## src/rtl/gzhp_pkg.sv

```systemverilog
// ----------------------------------------------------------------------------
// gzhp_pkg
// Shared types and constants for the gzip member header parser.
// ----------------------------------------------------------------------------
package gzhp_pkg;

  // Widths of the stream and result fields
  localparam int unsigned ActionWidth = 2;
  localparam int unsigned ByteWidth   = 8;
  localparam int unsigned StatusWidth = 3;
  localparam int unsigned SkipWidth   = 16;
  localparam int unsigned FlagWidth   = 4;

  // Header constants
  localparam logic [ByteWidth-1:0] Magic1       = 8'd31;
  localparam logic [ByteWidth-1:0] Magic2       = 8'd139;
  localparam logic [ByteWidth-1:0] MethodDeflate = 8'd8;
  localparam logic [ByteWidth-1:0] FlagReserved = 8'he0;
  localparam logic [SkipWidth-1:0] FixedSkip    = 16'd6;
  localparam logic [SkipWidth-1:0] HcrcSkip     = 16'd2;

  // Stored flag bits (flag byte bits 1..4)
  localparam int unsigned FlagHcrc    = 0;
  localparam int unsigned FlagExtra   = 1;
  localparam int unsigned FlagName    = 2;
  localparam int unsigned FlagComment = 3;

  // Action codes on the input stream; the fourth code is ignored
  typedef enum logic [ActionWidth-1:0] {
    ACT_DATA    = 2'd0,
    ACT_END     = 2'd1,
    ACT_RESTART = 2'd2
  } action_t;

  // Result status codes
  typedef enum logic [StatusWidth-1:0] {
    ST_TAKEN   = 3'd0,
    ST_DONE    = 3'd1,
    ST_PAYLOAD = 3'd2,
    ST_MAGIC   = 3'd3,
    ST_METHOD  = 3'd4,
    ST_RESFLAG = 3'd5,
    ST_TRUNC   = 3'd6,
    ST_ENDOK   = 3'd7
  } status_t;

endpackage

```

## src/rtl/gzhp_if.sv

```systemverilog
// ----------------------------------------------------------------------------
// gzhp_if
// Valid/ready channels for the gzip header parser: byte stream in, result out.
// ----------------------------------------------------------------------------

// Input byte stream channel
interface gzhp_in_if;
  logic                             valid;
  logic                             ready;
  logic [gzhp_pkg::ActionWidth-1:0] action;
  logic [gzhp_pkg::ByteWidth-1:0]   data_byte;

  modport source (output valid, output action, output data_byte, input ready);
  modport sink   (input valid, input action, input data_byte, output ready);
endinterface

// Result channel
interface gzhp_out_if;
  logic                             valid;
  logic                             ready;
  logic [gzhp_pkg::StatusWidth-1:0] status;
  logic [gzhp_pkg::ByteWidth-1:0]   payload_byte;
  logic                             payload_valid;

  modport source (output valid, output status, output payload_byte,
                  output payload_valid, input ready);
  modport sink   (input valid, input status, input payload_byte,
                  input payload_valid, output ready);
endinterface

```

## src/rtl/gzip_header_parser.sv

```systemverilog
// ----------------------------------------------------------------------------
// gzip_header_parser
// The result of a stream transfer stands in the output register in the cycle after the transfer.
// Throughput: one byte per cycle; the output register takes a new result in the
// same cycle that the held one is transferred, so a stalled sink alone holds it.
// Reset (rst, synchronous): header phase back to first magic byte, error
// cleared, output register empty. A restart action does the same in-band for phase and error, but yields a result.
// ----------------------------------------------------------------------------
module gzip_header_parser (
  input  logic              clk,
  input  logic              rst,
  gzhp_in_if.sink           stream,
  gzhp_out_if.source        result
);

  // Header phases, one-hot
  typedef enum logic [11:0] {
    PH_MAGIC1  = 12'b0000_0000_0001,
    PH_MAGIC2  = 12'b0000_0000_0010,
    PH_METHOD  = 12'b0000_0000_0100,
    PH_FLAGS   = 12'b0000_0000_1000,
    PH_SKIP6   = 12'b0000_0001_0000,
    PH_XLEN_LO = 12'b0000_0010_0000,
    PH_XLEN_HI = 12'b0000_0100_0000,
    PH_XSKIP   = 12'b0000_1000_0000,
    PH_NAME    = 12'b0001_0000_0000,
    PH_COMMENT = 12'b0010_0000_0000,
    PH_HCRC    = 12'b0100_0000_0000,
    PH_PAYLOAD = 12'b1000_0000_0000
  } phase_t;

  // Sections that can follow the fixed part of the header
  typedef enum logic [1:0] {
    SEC_EXTRA   = 2'd0,
    SEC_NAME    = 2'd1,
    SEC_COMMENT = 2'd2,
    SEC_HCRC    = 2'd3
  } section_t;

  // Parser state
  phase_t                            phase, phase_next;
  logic [gzhp_pkg::FlagWidth-1:0]    flags, flags_next;
  logic [gzhp_pkg::SkipWidth-1:0]    skip, skip_next;
  logic [gzhp_pkg::ByteWidth-1:0]    xlen_low, xlen_low_next;
  gzhp_pkg::status_t                 err, err_next;

  // Output register
  logic                              out_valid;
  gzhp_pkg::status_t                 out_status, status_next;
  logic [gzhp_pkg::ByteWidth-1:0]    out_byte, byte_next;
  logic                              out_pvalid, pvalid_next;

  logic                              take;
  logic                              in_payload;
  logic [gzhp_pkg::SkipWidth-1:0]    skip_dec;
  logic [gzhp_pkg::SkipWidth-1:0]    xlen;

  // First present section at or after the given one
  function automatic phase_t next_section(input section_t from,
                                          input logic [gzhp_pkg::FlagWidth-1:0] f);
    phase_t p;
    if (from == SEC_EXTRA && f[gzhp_pkg::FlagExtra]) begin
      p = PH_XLEN_LO;
    end else if (from != SEC_COMMENT && from != SEC_HCRC && f[gzhp_pkg::FlagName]) begin
      p = PH_NAME;
    end else if (from != SEC_HCRC && f[gzhp_pkg::FlagComment]) begin
      p = PH_COMMENT;
    end else if (f[gzhp_pkg::FlagHcrc]) begin
      p = PH_HCRC;
    end else begin
      p = PH_PAYLOAD;
    end
    return p;
  endfunction

  // Handshake: a new byte is taken whenever the output register is free
  assign stream.ready = !out_valid || result.ready;
  assign take         = stream.valid && stream.ready;

  assign skip_dec = skip - gzhp_pkg::SkipWidth'(1);
  assign xlen     = {stream.data_byte, xlen_low};

  // Anything that is not a header phase counts as payload
  always_comb begin
    unique case (phase)
      PH_MAGIC1, PH_MAGIC2, PH_METHOD, PH_FLAGS, PH_SKIP6, PH_XLEN_LO,
      PH_XLEN_HI, PH_XSKIP, PH_NAME, PH_COMMENT, PH_HCRC: in_payload = 1'b0;
      default:                                             in_payload = 1'b1;
    endcase
  end

  // Next state and result for the byte on the stream
  always_comb begin
    phase_next    = phase;
    flags_next    = flags;
    skip_next     = skip;
    xlen_low_next = xlen_low;
    err_next      = err;
    status_next   = gzhp_pkg::ST_TAKEN;
    byte_next     = '0;
    pvalid_next   = 1'b0;

    case (stream.action)
      gzhp_pkg::ACT_RESTART: begin
        phase_next    = PH_MAGIC1;
        flags_next    = '0;
        skip_next     = '0;
        xlen_low_next = '0;
        err_next      = gzhp_pkg::ST_TAKEN;
      end
      gzhp_pkg::ACT_END: begin
        if (err != gzhp_pkg::ST_TAKEN) begin
          status_next = err;
        end else if (in_payload) begin
          status_next = gzhp_pkg::ST_ENDOK;
        end else begin
          err_next    = gzhp_pkg::ST_TRUNC;
          status_next = gzhp_pkg::ST_TRUNC;
        end
      end
      gzhp_pkg::ACT_DATA: begin
        if (err != gzhp_pkg::ST_TAKEN) begin
          status_next = err;
        end else if (in_payload) begin
          status_next = gzhp_pkg::ST_PAYLOAD;
          byte_next   = stream.data_byte;
          pvalid_next = 1'b1;
        end else begin
          // Header byte
          unique case (phase)
            PH_MAGIC1: begin
              if (stream.data_byte != gzhp_pkg::Magic1) begin
                err_next = gzhp_pkg::ST_MAGIC;
              end else begin
                phase_next = PH_MAGIC2;
              end
            end
            PH_MAGIC2: begin
              if (stream.data_byte != gzhp_pkg::Magic2) begin
                err_next = gzhp_pkg::ST_MAGIC;
              end else begin
                phase_next = PH_METHOD;
              end
            end
            PH_METHOD: begin
              if (stream.data_byte != gzhp_pkg::MethodDeflate) begin
                err_next = gzhp_pkg::ST_METHOD;
              end else begin
                phase_next = PH_FLAGS;
              end
            end
            PH_FLAGS: begin
              if ((stream.data_byte & gzhp_pkg::FlagReserved) != '0) begin
                err_next = gzhp_pkg::ST_RESFLAG;
              end else begin
                flags_next = stream.data_byte[gzhp_pkg::FlagWidth:1];
                skip_next  = gzhp_pkg::FixedSkip;
                phase_next = PH_SKIP6;
              end
            end
            PH_SKIP6: begin
              skip_next = skip_dec;
              if (skip_dec == '0) phase_next = next_section(SEC_EXTRA, flags);
            end
            PH_XLEN_LO: begin
              xlen_low_next = stream.data_byte;
              phase_next    = PH_XLEN_HI;
            end
            PH_XLEN_HI: begin
              skip_next = xlen;
              if (xlen == '0) begin
                phase_next = next_section(SEC_NAME, flags);
              end else begin
                phase_next = PH_XSKIP;
              end
            end
            PH_XSKIP: begin
              skip_next = skip_dec;
              if (skip_dec == '0) phase_next = next_section(SEC_NAME, flags);
            end
            PH_NAME: begin
              if (stream.data_byte == '0) phase_next = next_section(SEC_COMMENT, flags);
            end
            PH_COMMENT: begin
              if (stream.data_byte == '0) phase_next = next_section(SEC_HCRC, flags);
            end
            PH_HCRC: begin
              skip_next = skip_dec;
              if (skip_dec == '0) phase_next = PH_PAYLOAD;
            end
            default: ;
          endcase

          // Entering the header CRC loads its two-byte count
          if (phase_next == PH_HCRC && phase != PH_HCRC) skip_next = gzhp_pkg::HcrcSkip;

          if (err_next != gzhp_pkg::ST_TAKEN) begin
            status_next = err_next;
          end else if (phase_next == PH_PAYLOAD) begin
            status_next = gzhp_pkg::ST_DONE;
          end
        end
      end
      default: ;
    endcase
  end

  // Parser state registers
  always_ff @(posedge clk) begin
    if (rst) begin
      phase    <= PH_MAGIC1;
      flags    <= '0;
      skip     <= '0;
      xlen_low <= '0;
      err      <= gzhp_pkg::ST_TAKEN;
    end else if (take) begin
      phase    <= phase_next;
      flags    <= flags_next;
      skip     <= skip_next;
      xlen_low <= xlen_low_next;
      err      <= err_next;
    end
  end

  // Output register: valid is control, payload loads on each transfer in
  always_ff @(posedge clk) begin
    if (rst) begin
      out_valid <= 1'b0;
    end else if (take) begin
      out_valid <= 1'b1;
    end else if (result.ready) begin
      out_valid <= 1'b0;
    end
  end

  always_ff @(posedge clk) begin
    if (take) begin
      out_status <= status_next;
      out_byte   <= byte_next;
      out_pvalid <= pvalid_next;
    end
  end

  assign result.valid         = out_valid;
  assign result.status        = out_status;
  assign result.payload_byte  = out_byte;
  assign result.payload_valid = out_pvalid;

`ifndef SYNTHESIS
  // Payload flag agrees with the payload status code
  a_pvalid_status: assert property (@(posedge clk) disable iff (rst)
    result.valid |-> (result.payload_valid == (result.status == gzhp_pkg::ST_PAYLOAD)))
    else $error("payload_valid disagrees with status");

  // Non-payload results carry a zero byte
  a_byte_zero: assert property (@(posedge clk) disable iff (rst)
    (result.valid && !result.payload_valid) |-> (result.payload_byte == '0))
    else $error("payload_byte not zero outside payload");

  // Errors arise only inside the header
  a_err_header: assert property (@(posedge clk) disable iff (rst)
    (err != gzhp_pkg::ST_TAKEN) |-> (phase != PH_PAYLOAD))
    else $error("sticky error set in payload phase");

  // Every byte taken yields a result in the next cycle
  a_result_follows: assert property (@(posedge clk) disable iff (rst)
    take |=> result.valid)
    else $error("transfer in without result");
`endif

endmodule

```

## src/flat_wrapper.sv

```systemverilog
// flat-port wrapper written by rule: the top's interface ports become plain ports
module gzip_header_parser_flat 
  (clk, rst, stream_valid, stream_action, stream_data_byte, stream_ready, result_valid, result_status, result_payload_byte, result_payload_valid, result_ready);
  gzhp_in_if stream_i ();
  gzhp_out_if result_i ();
  input  logic clk;
  input  logic rst;
  input wire logic [$bits(stream_i.valid)-1:0] stream_valid;
  input wire logic [$bits(stream_i.action)-1:0] stream_action;
  input wire logic [$bits(stream_i.data_byte)-1:0] stream_data_byte;
  output wire logic [$bits(stream_i.ready)-1:0] stream_ready;
  output wire logic [$bits(result_i.valid)-1:0] result_valid;
  output wire logic [$bits(result_i.status)-1:0] result_status;
  output wire logic [$bits(result_i.payload_byte)-1:0] result_payload_byte;
  output wire logic [$bits(result_i.payload_valid)-1:0] result_payload_valid;
  input wire logic [$bits(result_i.ready)-1:0] result_ready;
  assign stream_i.valid = stream_valid;
  assign stream_i.action = stream_action;
  assign stream_i.data_byte = stream_data_byte;
  assign stream_ready = stream_i.ready;
  assign result_valid = result_i.valid;
  assign result_status = result_i.status;
  assign result_payload_byte = result_i.payload_byte;
  assign result_payload_valid = result_i.payload_valid;
  assign result_i.ready = result_ready;
  gzip_header_parser u_core (.clk(clk), .rst(rst), .stream(stream_i), .result(result_i));
endmodule
```

## config.mk

```make
export PLATFORM = sky130hd
export DESIGN_NAME = gzip_header_parser_flat
export DESIGN_NICKNAME = d
export VERILOG_FILES = /design/src/rtl/gzhp_pkg.sv /design/src/rtl/gzhp_if.sv /design/src/rtl/gzip_header_parser.sv /design/src/flat_wrapper.sv
export SDC_FILE = /design/constraint.sdc
export NUM_CORES = 1
export LEC_CHECK = 0
export BUFFER_PORTS_ARGS = -buffer_cell sky130_fd_sc_hd__buf_2
export CAP_MARGIN = 15
export CELL_PAD_IN_SITES_DETAIL_PLACEMENT = 1
export CELL_PAD_IN_SITES_GLOBAL_PLACEMENT = 1
export CORE_MARGIN = 4
export CORE_UTILIZATION = 45
export CTS_CLUSTER_SIZE = 28
export DETAILED_ROUTE_END_ITERATION = 16
export PLACE_DENSITY = 0.82
export SYNTH_ARGS = -nofsm -noshare
export SYNTH_HDL_FRONTEND = slang
export SYNTH_SLANG_ARGS = --single-unit
```

## constraint.sdc

```tcl
create_clock -name clk -period 3.6 [get_ports clk]
set_input_delay 0.18 -clock clk [delete_from_list [all_inputs] [get_ports clk]]
set_output_delay 0.18 -clock clk [all_outputs]
set_load 0.01 [all_outputs]
```

==> results.rst <==
.. list-table::
   :header-rows: 1

   * - Metric
     - Value
   * - Commonest cells after routing, fill and taps aside
     - sky130_fd_sc_hd__nor2_1, sky130_fd_sc_hd__dfxtp_1, sky130_fd_sc_hd__nand2_1
   * - Kind of end point of the critical path
     - flip-flop
   * - Overall via count from detail_route
     - 4077
   * - Family with the most delay on the worst path
     - compound AO/OA/AOI/OAI gates
   * - Largest buffer count on any clock path
     - 2
   * - Commonest non-fill, non-tap cell in the layout
     - sky130_fd_sc_hd__nor2_1
   * - Final TNS setup
     - 0 ps
   * - Layout overhead on the synthesized area
     - 13.1%
   * - Drt first-iter violations
     - 331
   * - Height of the die
     - 99.3 um
   * - Final layout net count
     - between 500 and 600
   * - LEAKAGE
     - 1.55 nW
   * - Number of synthesized flops with an enable pin
     - 12
   * - Post-synth net total
     - 500
   * - Worst path bufs/invs
     - 2
   * - Final Cell Area
     - 0.00424 mm^2
   * - Share of the yosys chip area belonging to registers
     - 33.1%
   * - Cells on worst reg2reg path
     - 11
   * - R2r endpoint
     - u_core.skip[11]$_SDFFE_PP0P_
   * - Gr ovfl total
     - 0
   * - Average detailed-routed wire length per instance
     - 21.9 um
   * - Final setup fails
     - 0
   * - Async SR Flop Fraction
     - 0%
   * - Cells on Worst Hold Path
     - 3
   * - Die boundary width
     - ~100 um
   * - Post-route clock period utilization
     - 94.0%
   * - Number of inserted filler cells in the final layout
     - 1030
   * - Setup clock skew after layout
     - 8.89 ps
   * - Share of layout cells above drive strength 1
     - 16.6%
   * - Number of I/O pins
     - 28
   * - Min-Delay Endpoint
     - u_core.result.valid$_SDFFE_PP0P_
   * - Antenna violations before repair
     - 0
   * - Measured slew at the worst slew-check pin
     - 583 ps
   * - Classification of the worst-slack hold path
     - input port to flip-flop
   * - Worst reg-to-reg setup slack
     - 220 ps
   * - CTS sink cnt
     - 56
   * - Number of library cell types mapped by synthesis
     - 60
   * - Mean number of vias per cell
     - 6.53
   * - Vias in the first global route
     - 4087
   * - Routability Congestion
     - 0.952
   * - Crit path max fanout
     - 12
   * - TritonCTS Buffers
     - 5
   * - # DRC
     - 0
   * - Initial standard-cell utilization of the core
     - 45.9%
   * - Fin crit period
     - 3380 ps
   * - Post-synthesis cell count
     - 484
   * - Kind of start point of the critical path
     - flip-flop
   * - Number of routed nets with antenna violations
     - 0
   * - Placed cell areas
     - 0.00412 mm^2
   * - Pin count of the biggest net entering global routing
     - 39
   * - Global-route wire length before repair
     - roughly 22000 um
   * - Drt pass-1 iters
     - 5
   * - Peak supply drop
     - 0.137 mV
   * - Placement row count
     - 33
   * - Number of hold buffers added after CTS
     - 0
   * - Mean Syn Cell Area
     - roughly 7.8 um^2
   * - Cell occurring most often along the worst timing path
     - sky130_fd_sc_hd__buf_4
   * - Startpoint of the worst hold path
     - stream_valid
   * - Worst slew margin relative to its limit
     - approximately three fifths
   * - Chain of cells forming the critical path
     - nor4_1 > nand3_1 > o21ai_1 > buf_4 > nor2b_1 > a2111oi_0 > o2111a_1 > nand4_1 > buf_4 > a211oi_1 > a31o_2
   * - Slowest Stage Delay on Critical Path
     - roughly 500 ps
   * - Worst reg2reg startpoint
     - u_core.phase[8]$_SDFFE_PP0P_
   * - Die area
     - a little under 0.01 mm^2
   * - Status
     - completed
   * - Total wire length after detailed routing
     - 13700 um
   * - Crit-path slowest cell
     - sky130_fd_sc_hd__a2111oi_0
   * - Root buffer selected by CTS
     - sky130_fd_sc_hd__clkbuf_8
   * - Placed wire-length estimate after detailed placement
     - 10600 um
   * - Input/output buffers
     - 27
   * - Number of H-tree branching levels
     - 2
   * - WP data required
     - 3870 ps
   * - Count of state elements after synthesis
     - 56
   * - Worst slack at placement
     - around 130 ps
   * - PwrDens
     - around 290 mW/mm^2
   * - Global-route usage over all layers
     - roughly 28%
   * - Diodes inserted
     - 0
   * - Highest Clock Rate
     - 0.296 GHz
   * - Area of the core
     - around 0.0082 mm^2
   * - Clock-pin slew on the worst setup and hold paths
     - between 100 and 150 ps
   * - RSZ-0062 raised after global routing
     - no
   * - Ys flop type
     - sky130_fd_sc_hd__dfxtp_1
   * - CTS tree
     - yes
   * - Kind of critical path
     - flip-flop to flip-flop
   * - Yosys Warn Count
     - 0
   * - Final Max Slew Viols
     - 0
   * - Setup WS post-layout
     - around 220 ps
   * - Synth Cell Area
     - 0.00375 mm^2
   * - Max-cap violations
     - 0
   * - Worst-skew pair later-pin latency
     - roughly 320 ps
   * - Endpoint arrival time on the critical path
     - 3660 ps
   * - Hold Vio Cnt, Final
     - 0
==> layout make-up <==
| class | count | area (um^2) | area share (%) |
|---|---|---|---|
| repair buffers | 58 | 368 | 8.67 |
| well taps | 105 | 131 | 3.10 |
| clock inverters | 3 | 27.5 | 0.649 |
| multi-input cells | 387 | 2370 | 55.8 |
| clock buffers | 5 | 68.8 | 1.62 |
| inverters | 10 | 37.5 | 0.884 |
| flip-flops and latches | 56 | 1240 | 29.2 |
==> timing repair <==
action                     4_1_cts  5_1_grt
resized for setup                0        5
hold endpoints to repair         0        0
buffers inserted                 0        0
setup endpoints to repair        0        8
==> flip-flops by register name, summed over array words and instances (netlist names) <==
signal,cells
u_core.result.valid,1
u_core.phase,12
u_core.xlen_low,8
u_core.skip,16
u_core.err,3
u_core.result.payload_byte,8
u_core.result.status,3
u_core.result.payload_valid,1
u_core.flags,4
==> synth_stat cells, drive strengths merged (4+ instances only) <==
cell | number | share of area, %
edfxtp | 12 | 9.6
nand2b | 7 | 1.4
xor2 | 8 | 1.9
or4 | 7 | 1.6
and4 | 5 | 1.2
nor3 | 22 | 2.9
mux2i | 8 | 2.1
a21oi | 36 | 4.8
nand4 | 9 | 1.5
nor2 | 65 | 6.5
inv | 10 | 1.0
and2 | 11 | 1.8
a211oi | 5 | 1.3
nor4 | 15 | 2.7
buf | 11 | 1.6
a22oi | 16 | 3.2
o311a | 4 | 1.1
a31oi | 6 | 1.0
clkbuf | 20 | 2.0
nand2 | 39 | 3.9
or2 | 4 | 0.67
o21ai | 27 | 3.6
o32ai | 5 | 1.2
dfxtp | 44 | 23
nor2b | 11 | 1.8
nor4b | 10 | 2.7
a31o | 4 | 0.93
nand3 | 20 | 2.7
==> stage by stage <==
| stage | total power [mW] | instances | util (%) | hold slack (ps) |
|---|---|---|---|---|
| floorplan | 0.800 | 484 | - | 309 |
| global placement | 0.872 | 616 | 50.4 | 429 |
| detailed placement | 0.880 | 616 | 50.4 | 447 |
| CTS | 1.26 | 624 | 51.5 | 99.7 |
| global route | 1.30 | 624 | 51.9 | 106 |
| finish | 1.25 | 624 | 51.9 | 103 |
==> worst max-delay path by stage <==
stage                                       startpoint                      endpoint  slack (ps)  cells past startpoint
after floorplan           u_core.phase[5]$_SDFFE_PP0P_   u_core.skip[7]$_SDFFE_PP0P_         440                     12
after global placement     u_core.skip[0]$_SDFFE_PP0P_  u_core.skip[12]$_SDFFE_PP0P_         280                      9
after detailed placement   u_core.skip[1]$_SDFFE_PP0P_   u_core.skip[4]$_SDFFE_PP0P_         130                     11
after CTS                  u_core.skip[0]$_SDFFE_PP0P_  u_core.skip[12]$_SDFFE_PP0P_         130                     11
after global routing       u_core.skip[0]$_SDFFE_PP0P_   u_core.skip[7]$_SDFFE_PP0P_          30                     12
final                     u_core.phase[8]$_SDFFE_PP0P_  u_core.skip[11]$_SDFFE_PP0P_         220                     11
==> worst min-delay path, delay by kind of cell <==
kind,cells,cell delay [ps]
buffers and inverters,2,160
AOI/OAI and AO/OA,1,50
==> layer usage <==
| metal | wire (um) | track usage (%) | part of all wire (%) |
|---|---|---|---|
| met1 | 6040 | 37.4 | 44 |
| met2 | 6470 | 46.8 | 47 |
| met3 | 825 | 5.05 | 6.0 |
| met4 | 335 | 8.51 | 2.4 |
| met5 | 0 | 0 | 0 |
==> logic make-up after synthesis <==
group	share of synthesized area, %
buf+inv	4.63
simple gates	34.0
mux	2.13
xor+xnor	2.57
compound gates	22.9
flops	33.1
fa+ha+maj	0.667
==> where the power goes <==
part           internal [mW]  leakage [nW]  switching (mW)
logic                 0.0683          1.03           0.140
clock network          0.144        0.0463           0.233
registers              0.655         0.477          0.0109
total                  0.867          1.55           0.383
No activity file was read; power rests on OpenSTA's default activity.
